[src/rtl/core/tskq_pkg.sv]
`default_nettype none

package tskq_pkg;

  // Operation codes carried in the opcode field of an input transaction.
  typedef enum logic [1:0] {
    OP_INSERT   = 2'd0,
    OP_POP_HEAD = 2'd1,
    OP_POP_TAIL = 2'd2,
    OP_MEMBER   = 2'd3
  } op_t;

  // Status codes reported with every result.
  localparam logic [1:0] STAT_DONE  = 2'd0;
  localparam logic [1:0] STAT_FULL  = 2'd1;
  localparam logic [1:0] STAT_EMPTY = 2'd2;

  // Input transaction payload.
  typedef struct packed {
    op_t         opcode;
    logic [31:0] start_ms;
    logic [31:0] stop_ms;
    logic [31:0] target_position;
  } in_t;

  // Result transaction payload.
  typedef struct packed {
    logic [1:0]  status;
    logic        found;
    logic [31:0] out_start_ms;
    logic [31:0] out_stop_ms;
    logic [31:0] out_position;
    logic [4:0]  occupancy;
    logic        is_empty;
  } out_t;

  // One stored keyframe.
  typedef struct packed {
    logic [31:0] start_ms;
    logic [31:0] stop_ms;
    logic [31:0] position;
  } entry_t;

  // Sequencer states.
  typedef enum logic [3:0] {
    ST_IDLE,
    ST_SCAN_RD,
    ST_SCAN_CMP,
    ST_MOVE_RD,
    ST_MOVE_WR,
    ST_PUT,
    ST_POP_RD,
    ST_POP_TAKE,
    ST_DONE
  } seq_state_t;

endpackage

`default_nettype wire

[src/rtl/core/time_sorted_keyframe_queue_core.sv]
`default_nettype none

// Sorted keyframe queue: holds up to CAPACITY entries in ascending start time in a
// one-read, one-write memory and serves insert, pop-head, pop-tail and member-query
// transactions one at a time. A single sequencer drives the memory ports and one
// start-time comparator; every entry read is an address step followed by a
// registered-data step. An insert scans k entries and moves m entries up one slot
// before it writes the new entry; a member query scans until it finds an entry not
// earlier than the key; a pop-head moves the remaining entries down one slot; a
// pop-tail reads only the last entry. A full insert, an empty pop or an empty query
// goes straight to its result. The result sits in an output register, so the next
// transaction is accepted while the previous result waits for out_ready. Reset is
// synchronous and needs no clearing pass.
module time_sorted_keyframe_queue_core #(
  parameter int CAPACITY = 16
) (
  input  wire logic           clk,
  input  wire logic           rst,
  input  wire logic           in_valid,
  output logic                in_ready,
  input  wire tskq_pkg::in_t  in_data,
  output logic                out_valid,
  input  wire logic           out_ready,
  output tskq_pkg::out_t      out_data
);

  localparam int IDX_W = $clog2(CAPACITY);
  localparam int CNT_W = $clog2(CAPACITY + 1);

  logic               res_valid;
  logic               res_ready;
  tskq_pkg::out_t     res_data;
  logic               mem_we;
  logic [IDX_W-1:0]   mem_waddr;
  tskq_pkg::entry_t   mem_wdata;
  logic [IDX_W-1:0]   mem_raddr;
  tskq_pkg::entry_t   mem_rdata;

  tskq_seq #(
    .CAPACITY (CAPACITY),
    .IDX_W    (IDX_W),
    .CNT_W    (CNT_W)
  ) u_seq (
    .clk       (clk),
    .rst       (rst),
    .in_valid  (in_valid),
    .in_ready  (in_ready),
    .in_data   (in_data),
    .res_valid (res_valid),
    .res_ready (res_ready),
    .res_data  (res_data),
    .mem_we    (mem_we),
    .mem_waddr (mem_waddr),
    .mem_wdata (mem_wdata),
    .mem_raddr (mem_raddr),
    .mem_rdata (mem_rdata)
  );

  tskq_mem #(
    .DEPTH  (CAPACITY),
    .ADDR_W (IDX_W)
  ) u_mem (
    .clk   (clk),
    .we    (mem_we),
    .waddr (mem_waddr),
    .wdata (mem_wdata),
    .raddr (mem_raddr),
    .rdata (mem_rdata)
  );

  // The output register takes a new result when it is empty or being drained.
  assign res_ready = !out_valid || out_ready;

  always_ff @(posedge clk) begin
    if (rst) begin
      out_valid <= 1'b0;
    end else if (res_valid && res_ready) begin
      out_valid <= 1'b1;
    end else if (out_ready) begin
      out_valid <= 1'b0;
    end
  end

  always_ff @(posedge clk) begin
    if (res_valid && res_ready) begin
      out_data <= res_data;
    end
  end

endmodule

`default_nettype wire

[src/rtl/core/tskq_mem.sv]
`default_nettype none

module tskq_mem #(
  parameter int DEPTH  = 16,
  parameter int ADDR_W = 4
) (
  input  wire logic                clk,
  input  wire logic                we,
  input  wire logic [ADDR_W-1:0]   waddr,
  input  wire tskq_pkg::entry_t    wdata,
  input  wire logic [ADDR_W-1:0]   raddr,
  output tskq_pkg::entry_t         rdata
);

  tskq_pkg::entry_t mem [DEPTH];

  // Single write port.
  always_ff @(posedge clk) begin
    if (we) begin
      mem[waddr] <= wdata;
    end
  end

  // Single read port with registered data.
  always_ff @(posedge clk) begin
    rdata <= mem[raddr];
  end

endmodule

`default_nettype wire

[src/rtl/core/tskq_seq.sv]
`default_nettype none

module tskq_seq #(
  parameter int CAPACITY = 16,
  parameter int IDX_W    = 4,
  parameter int CNT_W    = 5
) (
  input  wire logic              clk,
  input  wire logic              rst,
  input  wire logic              in_valid,
  output logic                   in_ready,
  input  wire tskq_pkg::in_t     in_data,
  output logic                   res_valid,
  input  wire logic              res_ready,
  output tskq_pkg::out_t         res_data,
  output logic                   mem_we,
  output logic [IDX_W-1:0]       mem_waddr,
  output tskq_pkg::entry_t       mem_wdata,
  output logic [IDX_W-1:0]       mem_raddr,
  input  wire tskq_pkg::entry_t  mem_rdata
);

  localparam logic [CNT_W-1:0] CAP = CNT_W'(CAPACITY);
  localparam logic [CNT_W-1:0] ONE = CNT_W'(1);

  tskq_pkg::seq_state_t state;
  tskq_pkg::seq_state_t state_next;

  tskq_pkg::op_t    op;
  logic [31:0]      key;
  logic [31:0]      stop_val;
  logic [31:0]      pos_val;
  logic [CNT_W-1:0] count;
  logic [CNT_W-1:0] idx;
  logic [CNT_W-1:0] src;
  tskq_pkg::out_t   res;
  tskq_pkg::out_t   res_init;

  logic [CNT_W-1:0] cnt_inc;
  logic [CNT_W-1:0] cnt_dec;
  logic [CNT_W-1:0] idx_inc;
  logic [CNT_W-1:0] src_inc;
  logic [CNT_W-1:0] src_dec;
  logic [CNT_W+4:0] occ_wide;
  logic             is_full;
  logic             is_zero;
  logic             key_lt;
  logic             key_eq;

  assign cnt_inc  = count + ONE;
  assign cnt_dec  = count - ONE;
  assign idx_inc  = idx + ONE;
  assign src_inc  = src + ONE;
  assign src_dec  = src - ONE;
  assign occ_wide = {5'd0, count};
  assign is_full  = (count == CAP);
  assign is_zero  = (count == '0);

  // Shared compare unit: stored start time against the search key.
  assign key_lt = (mem_rdata.start_ms < key);
  assign key_eq = (mem_rdata.start_ms == key);

  // Next-state logic.
  always_comb begin
    state_next = state;
    unique case (state)
      tskq_pkg::ST_IDLE: begin
        if (in_valid) begin
          unique case (in_data.opcode)
            tskq_pkg::OP_INSERT: begin
              if (is_full) begin
                state_next = tskq_pkg::ST_DONE;
              end else if (is_zero) begin
                state_next = tskq_pkg::ST_PUT;
              end else begin
                state_next = tskq_pkg::ST_SCAN_RD;
              end
            end
            tskq_pkg::OP_POP_HEAD, tskq_pkg::OP_POP_TAIL: begin
              state_next = is_zero ? tskq_pkg::ST_DONE : tskq_pkg::ST_POP_RD;
            end
            tskq_pkg::OP_MEMBER: begin
              state_next = is_zero ? tskq_pkg::ST_DONE : tskq_pkg::ST_SCAN_RD;
            end
            default: state_next = tskq_pkg::ST_DONE;
          endcase
        end
      end
      tskq_pkg::ST_SCAN_RD: state_next = tskq_pkg::ST_SCAN_CMP;
      tskq_pkg::ST_SCAN_CMP: begin
        if (key_lt) begin
          if (idx_inc == count) begin
            state_next = (op == tskq_pkg::OP_INSERT) ? tskq_pkg::ST_PUT : tskq_pkg::ST_DONE;
          end else begin
            state_next = tskq_pkg::ST_SCAN_RD;
          end
        end else begin
          state_next = (op == tskq_pkg::OP_INSERT) ? tskq_pkg::ST_MOVE_RD : tskq_pkg::ST_DONE;
        end
      end
      tskq_pkg::ST_MOVE_RD: state_next = tskq_pkg::ST_MOVE_WR;
      tskq_pkg::ST_MOVE_WR: begin
        if (op == tskq_pkg::OP_INSERT) begin
          state_next = (src == idx) ? tskq_pkg::ST_PUT : tskq_pkg::ST_MOVE_RD;
        end else begin
          state_next = (src == count) ? tskq_pkg::ST_DONE : tskq_pkg::ST_MOVE_RD;
        end
      end
      tskq_pkg::ST_PUT:    state_next = tskq_pkg::ST_DONE;
      tskq_pkg::ST_POP_RD: state_next = tskq_pkg::ST_POP_TAKE;
      tskq_pkg::ST_POP_TAKE: begin
        if (op == tskq_pkg::OP_POP_HEAD && cnt_dec != '0) begin
          state_next = tskq_pkg::ST_MOVE_RD;
        end else begin
          state_next = tskq_pkg::ST_DONE;
        end
      end
      tskq_pkg::ST_DONE: begin
        if (res_ready) begin
          state_next = tskq_pkg::ST_IDLE;
        end
      end
      default: state_next = tskq_pkg::ST_IDLE;
    endcase
  end

  // Output and memory-port logic.
  always_comb begin
    in_ready  = 1'b0;
    res_valid = 1'b0;
    mem_we    = 1'b0;
    mem_waddr = '0;
    mem_wdata = mem_rdata;
    mem_raddr = '0;
    unique case (state)
      tskq_pkg::ST_IDLE:     in_ready = 1'b1;
      tskq_pkg::ST_SCAN_RD:  mem_raddr = idx[IDX_W-1:0];
      tskq_pkg::ST_MOVE_RD:  mem_raddr = src[IDX_W-1:0];
      tskq_pkg::ST_MOVE_WR: begin
        mem_we    = 1'b1;
        mem_waddr = (op == tskq_pkg::OP_INSERT) ? src_inc[IDX_W-1:0] : src_dec[IDX_W-1:0];
      end
      tskq_pkg::ST_PUT: begin
        mem_we    = 1'b1;
        mem_waddr = idx[IDX_W-1:0];
        mem_wdata = '{start_ms: key, stop_ms: stop_val, position: pos_val};
      end
      tskq_pkg::ST_POP_RD: begin
        mem_raddr = (op == tskq_pkg::OP_POP_HEAD) ? '0 : cnt_dec[IDX_W-1:0];
      end
      tskq_pkg::ST_DONE:     res_valid = 1'b1;
      default: ;
    endcase
  end

  // The result carries the occupancy as it stands after the operation.
  always_comb begin
    res_data           = res;
    res_data.occupancy = occ_wide[4:0];
    res_data.is_empty  = is_zero;
  end

  // Status already known at acceptance: a dropped insert or a pop on an empty queue.
  always_comb begin
    res_init = '0;
    if (in_data.opcode == tskq_pkg::OP_INSERT && is_full) begin
      res_init.status = tskq_pkg::STAT_FULL;
    end else if ((in_data.opcode == tskq_pkg::OP_POP_HEAD ||
                  in_data.opcode == tskq_pkg::OP_POP_TAIL) && is_zero) begin
      res_init.status = tskq_pkg::STAT_EMPTY;
    end
  end

  // Control registers.
  always_ff @(posedge clk) begin
    if (rst) begin
      state <= tskq_pkg::ST_IDLE;
      count <= '0;
    end else begin
      state <= state_next;
      case (state)
        tskq_pkg::ST_PUT:      count <= cnt_inc;
        tskq_pkg::ST_POP_TAKE: count <= cnt_dec;
        default: ;
      endcase
    end
  end

  // Operand, index and result registers.
  always_ff @(posedge clk) begin
    case (state)
      tskq_pkg::ST_IDLE: begin
        if (in_valid) begin
          op       <= in_data.opcode;
          key      <= in_data.start_ms;
          stop_val <= in_data.stop_ms;
          pos_val  <= in_data.target_position;
          idx      <= '0;
          res      <= res_init;
        end
      end
      tskq_pkg::ST_SCAN_CMP: begin
        if (key_lt) begin
          idx <= idx_inc;
        end else if (op == tskq_pkg::OP_INSERT) begin
          src <= cnt_dec;
        end else if (key_eq) begin
          res.found <= 1'b1;
        end
      end
      tskq_pkg::ST_MOVE_WR: begin
        src <= (op == tskq_pkg::OP_INSERT) ? src_dec : src_inc;
      end
      tskq_pkg::ST_POP_TAKE: begin
        res.out_start_ms <= mem_rdata.start_ms;
        res.out_stop_ms  <= mem_rdata.stop_ms;
        res.out_position <= mem_rdata.position;
        src              <= ONE;
      end
      default: ;
    endcase
  end

`ifndef SYNTHESIS
  a_count_bound: assert property (@(posedge clk) disable iff (rst) count <= CAP)
    else $error("entry count exceeds capacity");

  a_accept_leaves_idle: assert property (@(posedge clk) disable iff (rst)
    (in_valid && in_ready) |=> state != tskq_pkg::ST_IDLE)
    else $error("sequencer stayed idle after an accepted transaction");

  a_put_increments: assert property (@(posedge clk) disable iff (rst)
    state == tskq_pkg::ST_PUT |=> count == $past(count) + ONE)
    else $error("insert did not grow the entry count");

  a_found_only_query: assert property (@(posedge clk) disable iff (rst)
    (res_valid && res_data.found) |-> op == tskq_pkg::OP_MEMBER)
    else $error("found flag set outside a member query");

  a_full_status: assert property (@(posedge clk) disable iff (rst)
    (res_valid && res_data.status == tskq_pkg::STAT_FULL) |-> is_full)
    else $error("full status reported while the queue has room");
`endif

endmodule

`default_nettype wire
[config.mk]
export PLATFORM = sky130hd
export DESIGN_NAME = time_sorted_keyframe_queue_core
export DESIGN_NICKNAME = d
export VERILOG_FILES = /design/src/rtl/core/tskq_pkg.sv /design/src/rtl/core/time_sorted_keyframe_queue_core.sv /design/src/rtl/core/tskq_mem.sv /design/src/rtl/core/tskq_seq.sv
export SDC_FILE = /design/constraint.sdc
export NUM_CORES = 2
export LEC_CHECK = 0
export BUFFER_PORTS_ARGS = -buffer_cell sky130_fd_sc_hd__buf_2
export CORE_MARGIN = 2
export CORE_UTILIZATION = 35
export CTS_CLUSTER_SIZE = 14
export DETAILED_ROUTE_END_ITERATION = 8
export PLACE_DENSITY = 0.57
export SETUP_SLACK_MARGIN = 0.15
export SYNTH_ARGS = -nofsm -noshare
export SYNTH_HDL_FRONTEND = slang
export SYNTH_SLANG_ARGS = --single-unit
[constraint.sdc]
create_clock -name clk -period 6.8 [get_ports clk]
set_input_delay 2.04 -clock clk [delete_from_list [all_inputs] [get_ports clk]]
set_output_delay 2.04 -clock clk [all_outputs]
set_load 0.02 [all_outputs]
; ---- Word-level counts from Yosys, hierarchy flattened
; Memory sizes are Yosys's and may differ from the RTL's. A register that Yosys moved wholly into a read port is not among the register bits.
; Index checks and enable logic that the tools add are counted.
[word_totals]
out_inout_bits = 107
regBits = 322
word_cells = 120
mem_bits_rw = 1536
memories = 1
in_bits = 102
[classes]
reduce_logical = 25
eq_ne = 24
n_mux = 43
addsub = 5
order_cmp = 1
[mem_list]
columns = name, words, width, rd, rd_ports_with_merged_regs, write_ports, line_no
row1 = u_mem.mem, 16, 96, 1, 1, 1, tskq_mem.sv:15  ; tskq_pkg::entry_t mem [DEPTH];
[op_table]
columns = operator, n
row1 = case mux 96 bit (2 select lines), 1
row2 = 2-to-1 mux 103 bit, 1
row3 = 2-to-1 mux 96 bit, 1
row4 = 2-to-1 mux 4 bit, 14
row5 = case mux 4 bit (9 select lines), 1
row6 = == test 32 bit, 1
row7 = less-than comparator 32 bit, 1
row8 = 2-to-1 mux 5 bit, 5
row9 = case mux 4 bit (3 select lines), 2
row10 = case mux 5 bit (2 select lines), 2
row11 = "== test 4 x 3 -> 1 bit, second input constant", 4
row12 = "adder 5 x 1 -> 5 bit, second input constant", 3
row13 = == test 5 bit, 3
row14 = case mux 5 bit (3 select lines), 1
row15 = 2-to-1 mux 1 bit, 10
row16 = "subtractor 5 x 1 -> 5 bit, second input constant", 2
row17 = "== test 4 x 2 -> 1 bit, second input constant", 2
row18 = "inequality test 2 bit, second input constant", 4
row19 = case mux 4 bit (2 select lines), 1
row20 = nonzero test 2 bit, 4
row21 = 2-to-1 mux 3 bit, 2
row22 = "inequality test 2 x 1 -> 1 bit, second input constant", 3
row23 = AND reduction 2 bit, 3
row24 = AND reduction 3 bit, 2
row25 = other kinds (17), 25

; ---- Longest topological paths before layout
[depth]
ltp_word = 6
ltp_mapped = 11

; ---- By module
; From an unflattened synthesis, not the netlist that was laid out.
[hier_totals]
hier_cells = 3331
area_unflattened_um2 = 72878.6
[by_module_without_submodules]
columns = module, area_per_inst_um2, cells_each, seq_area_each_um2, instances
row1 = tskq_mem, 59355.7, 2460, 48046.1, 1
row2 = tskq_seq, 10314.9, 761, 6396.1, 1
row3 = time_sorted_keyframe_queue_core, 3208.1, 110, 3173.0, 1

; ---- Worst setup path before layout
; OpenSTA, ideal clock, no wires.
[synth_timing]
kind = register to register
start = reg u_seq.src[0]
end = mem u_mem.mem[3][0] (netlist bit), enable pin
t_required_ns = 6.248
synth_period_minus_slack_ns = 6.299
path_stages_with_launch = 9
n_path_buf = 1
slack_ns = 0.501
arrival_time_ns = 5.748
cell_sequence = edfxtp_1 clkbuf_1 inv_1 ha_1 xnor2_1 a21oi_1 o21ai_0 a32oi_1 nor2_1
[synth_via]
elab_chain_len = 3
elab_cells_between_ends = 4
cone_classes = add/sub: 2 / mux: 2
[synth_lines]
columns = item, line_no
row1 = from (decl), tskq_seq.sv:35  ; logic [CNT_W-1:0] src;
row2 = from (signal assigned), tskq_seq.sv:206  ; src <= cnt_dec;
row3 = from (signal assigned), tskq_seq.sv:212  ; src <= (op == tskq_pkg::OP_INSERT) ? src_dec : src_inc;
row4 = subtractor 5 x 1 -> 5 bit / adder 5 x 1 -> 5 bit (equally long branches), "tskq_seq.sv:54, tskq_seq.sv:53"
row5 = 2-to-1 mux 4 bit *, tskq_seq.sv:141  ; mem_waddr = (op == tskq_pkg::OP_INSERT) ? src_inc[IDX_W-1:0] : src_dec[IDX_W-1:0];
row6 = case mux 4 bit (2 select lines) *, tskq_seq.sv:135  ; unique case (state)
row7 = to (decl), tskq_mem.sv:15
; Mark *: on every way between the ends. The rest lies on a longest branch, timed or not.

; ---- Worst setup path after layout
[layout_timing]
start = reg u_seq.state[1]
end = out in_ready
[layout_via]
elab_chain_len = 2
[layout_lines]
columns = item, line_no
row1 = from (decl), tskq_seq.sv:26  ; tskq_pkg::seq_state_t state;
row2 = from (signal assigned), tskq_seq.sv:177  ; state <= tskq_pkg::ST_IDLE;
row3 = from (signal assigned), tskq_seq.sv:180  ; state <= state_next;
row4 = zero test 4 bit, tskq_seq.sv:135
row5 = 2-to-1 mux 1 bit, tskq_seq.sv:135
row6 = to (decl), time_sorted_keyframe_queue_core.sv:20  ; output logic in_ready,
; No other way between the ends.

==> metrics.md <==
| Metric | Value |
|---|---|
| Post-synth EDFFs | `1848` |
| DRT iter0 DRCs | `2957` |
| Fmax | `0.2243 GHz` |
| Slew margin rel. | `24.22%` |
| Max-cap viol count | `0` |
| Main flop type after synthesis | `edfxtp_1` |
| Storage element area | `0.05762 mm²` |
| Initial antenna violation count | `10` |
| Total gr overflow | `0` |
| Seq pwr share | `54.6%` |
| Vias | `37701` |
| Area delta synth->final | `13.79%` |
| Combinational group share of total power | `4.5%` |
| Avg Cell Area, Syn | `17.85 µm²` |
| Final wirelength | `176600 µm` |
| Clock sinks | `1954` |
| Leak | `26.55 nW` |
| Worst-margin pin slew | `1.137 ns` |
| Setup Buffers After CTS | `0` |
| Post-synth ARST share | `0%` |
| Root buffer cell | `clkbuf_16` |
| Internal cell power | `19.80 mW` |
| H-tree Lvls | `4` |
| Synthesized area | `0.07617 mm²` |
| Fill cell count | `19429` |
| Fraction of the mapped netlist area in adder cells | `0.6899%` |
| Pin count of the biggest net entering global routing | `150` |
| Vias in the first global route | `37274` |
| Kind of start point of the critical path | `flip-flop` |
| Worst Path Arrival | `2.42 ns` |
| Sw frac | `21.50%` |
| Hpwl dp | `88840 µm` |
| Met2 global-route usage | `25.32%` |
| Final Cell Area | `0.08667 mm²` |
| Share of cells above drive strength 1 | `18.51%` |
| Vias/cell | `5.011` |
| Synth top area share | `72.86%` |
| XOR/XNOR share of the synthesized area | `0.3565%` |
| Gr usage total | `15.61%` |
| DR WL/cell | `23.47 µm` |
| Final Hold Viols | `0` |
| Routability cong. | `0.7686` |
| Syn. warnings | `0` |
| Clock Pin Slew Worst Setup and Hold Paths | `0.07 ns` |
| Cells after synthesis | `4268` |
| Layout Nets | `4644` |
| Met1 Use GR | `21.85%` |
| Drt drc | `0` |
| Critical path type | `flip-flop to output pin` |
| PwrDens | `291.0 mW/mm²` |
| Post-synthesis mux area share | `14.44%` |
| Multi-input logic area | `0.01723 mm²` |
| CTS tree | `yes` |
| Worst Path Max Fanout | `17` |
| Yosys reg bits | `1954` |
| FP Rows | `171` |
| Outcome | `complete, no violations` |
| First-pass GRT wire length | `256600 µm` |
| Psw | `5.421 mW` |
| Chip width | `470.5 µm` |
| RSZ-0062 raised after global routing | `no` |
| Hold WC Path Type | `flip-flop to flip-flop` |
| Die area | `0.2214 mm²` |
| Hold_buf cts | `0` |
| Leading area contributor after synthesis | `edfxtp_1` |
| Setup-failing EPs final | `0` |
| Dpl cell area | `0.08054 mm²` |
| Post-cts sizing count | `0` |
| Most frequent cell after synthesis | `edfxtp_1` |
| Post-synthesis compound-gate area fraction | `3.552%` |
| CP required | `4.76 ns` |
| Die Y | `470.5 µm` |
| Simple-gate area share of the yosys netlist | `3.341%` |
| Met3 GRT Util | `2.104%` |
| Peak supply drop | `0.2128 mV` |
| Slew Limit Fails | `0` |
| Dominant cells by area after synthesis | `edfxtp_1, mux2i_1, mux2_2` |
| # IOs | `209` |
| Final Skew | `0.03832 ns` |
| Core Area | `0.2167 mm²` |
| Tcrit/Tclk final | `65.57%` |
| Netlist cell types | `63` |
| Combinational family with the most area after synthesis | `multiplexers` |
| Worst Setup End Kind | `output pin` |
| Hold Slack | `0.4170 ns` |
| Synth Net Count | `4412` |
| Most used routing layer in global routing | `met2` |
| Clk Latency, worst-skew pair | `0.84 ns` |
| Initial DRT Pass Iterations | `5` |
| Port Buf Inserts | `208` |
| Final Critical Period | `4.459 ns` |
| Routed Antenna Nets | `0` |
| Number of buffers created by CTS | `191` |
| TNS Setup | `0 ns` |
| Seq/Total Area, Yosys | `75.64%` |
| CTS max path bufs | `3` |
| Clock network power share | `41.0%` |
| Most instantiated cells after synthesis | `edfxtp_1, mux2i_1, mux2_2, nand2_1, o211ai_1` |
| End-of-flow core utilization | `39.99%` |
| Starting density of the core | `35.14%` |
layer usage:
layer / part of all wire (%) / wire [µm]
met1: 46 / 81430
met2: 48 / 83890
met3: 4.0 / 7097
met4: 2.4 / 4161
met5: 0.0074 / 13
sequential cells by signal (all words and copies together) (netlist names):
register and count:
u_mem.mem 1536, out_data 105, u_seq.res_data 99, u_mem.rdata 96, u_seq.key 32, u_seq.pos_val 32, u_seq.stop_val 32, u_seq.count 5
u_seq.idx 5, u_seq.src 5, u_seq.state 4, u_seq.op 2, out_valid 1
logic make-up after synthesis:
| family | after synthesis |
|---|---|
| compound gates | 369 |
| mux | 1063 |
| buf+inv | 279 |
| fa+ha+maj | 42 |
| simple gates | 530 |
| flops | 1954 |
| xor+xnor | 31 |
worst paths after layout:
check                                        start                         end  slack [ns]  cells after the start
hold reg to reg   u_seq.res_data[54]$_SDFFCE_PN0P_      out_data[54]$_DFFE_PP_        0.42                      0
hold / removal    u_seq.res_data[54]$_SDFFCE_PN0P_      out_data[54]$_DFFE_PP_        0.42                      0
setup / recovery       u_seq.state[1]$_SDFFE_PP0P_                    in_ready        2.34                      2
setup reg to reg            u_seq.src[0]$_DFFE_PP_  u_mem.mem[2][40]$_DFFE_PP_        2.42                      9
final cells by class:
cell class	instances	area share [%]
Inverter	43	0.1920
Multi-Input combinational cell	2035	19.88
Clock buffer	272	6.170
Tap cell	2854	4.120
Sequential cell	1954	66.48
Antenna cell	2	0.005775
Clock inverter	89	0.8922
Timing Repair Buffer	275	2.258
critical path, stage by stage (launching register included):
cell and delay (ns):
dfxtp_1 0.52, nor4_1 0.75, buf_2 0.30
placed cells by master, fill, tap and decap left out, types with 3 or more instances in the layout:
cell	synthesis	routed
inv_6	0	11
a22oi_1	99	99
buf_2	62	208
clkinv_2	0	25
mux2_2	287	287
nor4_1	8	8
nor2_4	0	20
o21ai_0	15	15
inv_1	41	40
nand2_1	226	225
xnor2_1	14	14
a21oi_1	26	26
clkinv_1	1	34
inv_16	0	3
nand3_1	107	107
ha_1	42	42
clkbuf_16	0	194
nand4_1	12	12
clkbuf_8	0	20
o22ai_1	8	7
clkinvlp_4	0	5
a211oi_1	3	3
bufinv_16	0	10
mux2i_1	776	776
nand2b_1	3	3
nor2_1	37	19
dfxtp_1	106	106
edfxtp_1	1848	1848
clkbuf_1	89	58
xor2_1	17	17
and2_1	98	98
buf_12	0	33
nor3_1	10	10
buf_4	51	34
nor2b_1	5	4
o211ai_1	194	194
or3_1	6	6
power by group through the flow:
stage / Combinational [mW] / Sequential [mW] / Clock [mW]
detailed placement: 1.15 / 14.0 / 0
global placement: 1.12 / 14.0 / 0
finish: 1.13 / 13.8 / 10.3
CTS: 1.15 / 13.8 / 10.6
global route: 1.24 / 13.8 / 11.0
floorplan: 0.704 / 14.0 / 0
stage by stage:
| step | instances | setup WS, ns | total power, mW |
|---|---|---|---|
| floorplan | 4268 | 0.5007 | 14.67 |
| global placement | 7161 | 2.497 | 15.15 |
| detailed placement | 7161 | 2.482 | 15.17 |
| CTS | 7522 | 2.303 | 25.51 |
| global route | 7523 | 2.102 | 26.05 |
| finish | 7524 | 2.341 | 25.22 |
Note: power is estimated with default switching activity, not from simulation.
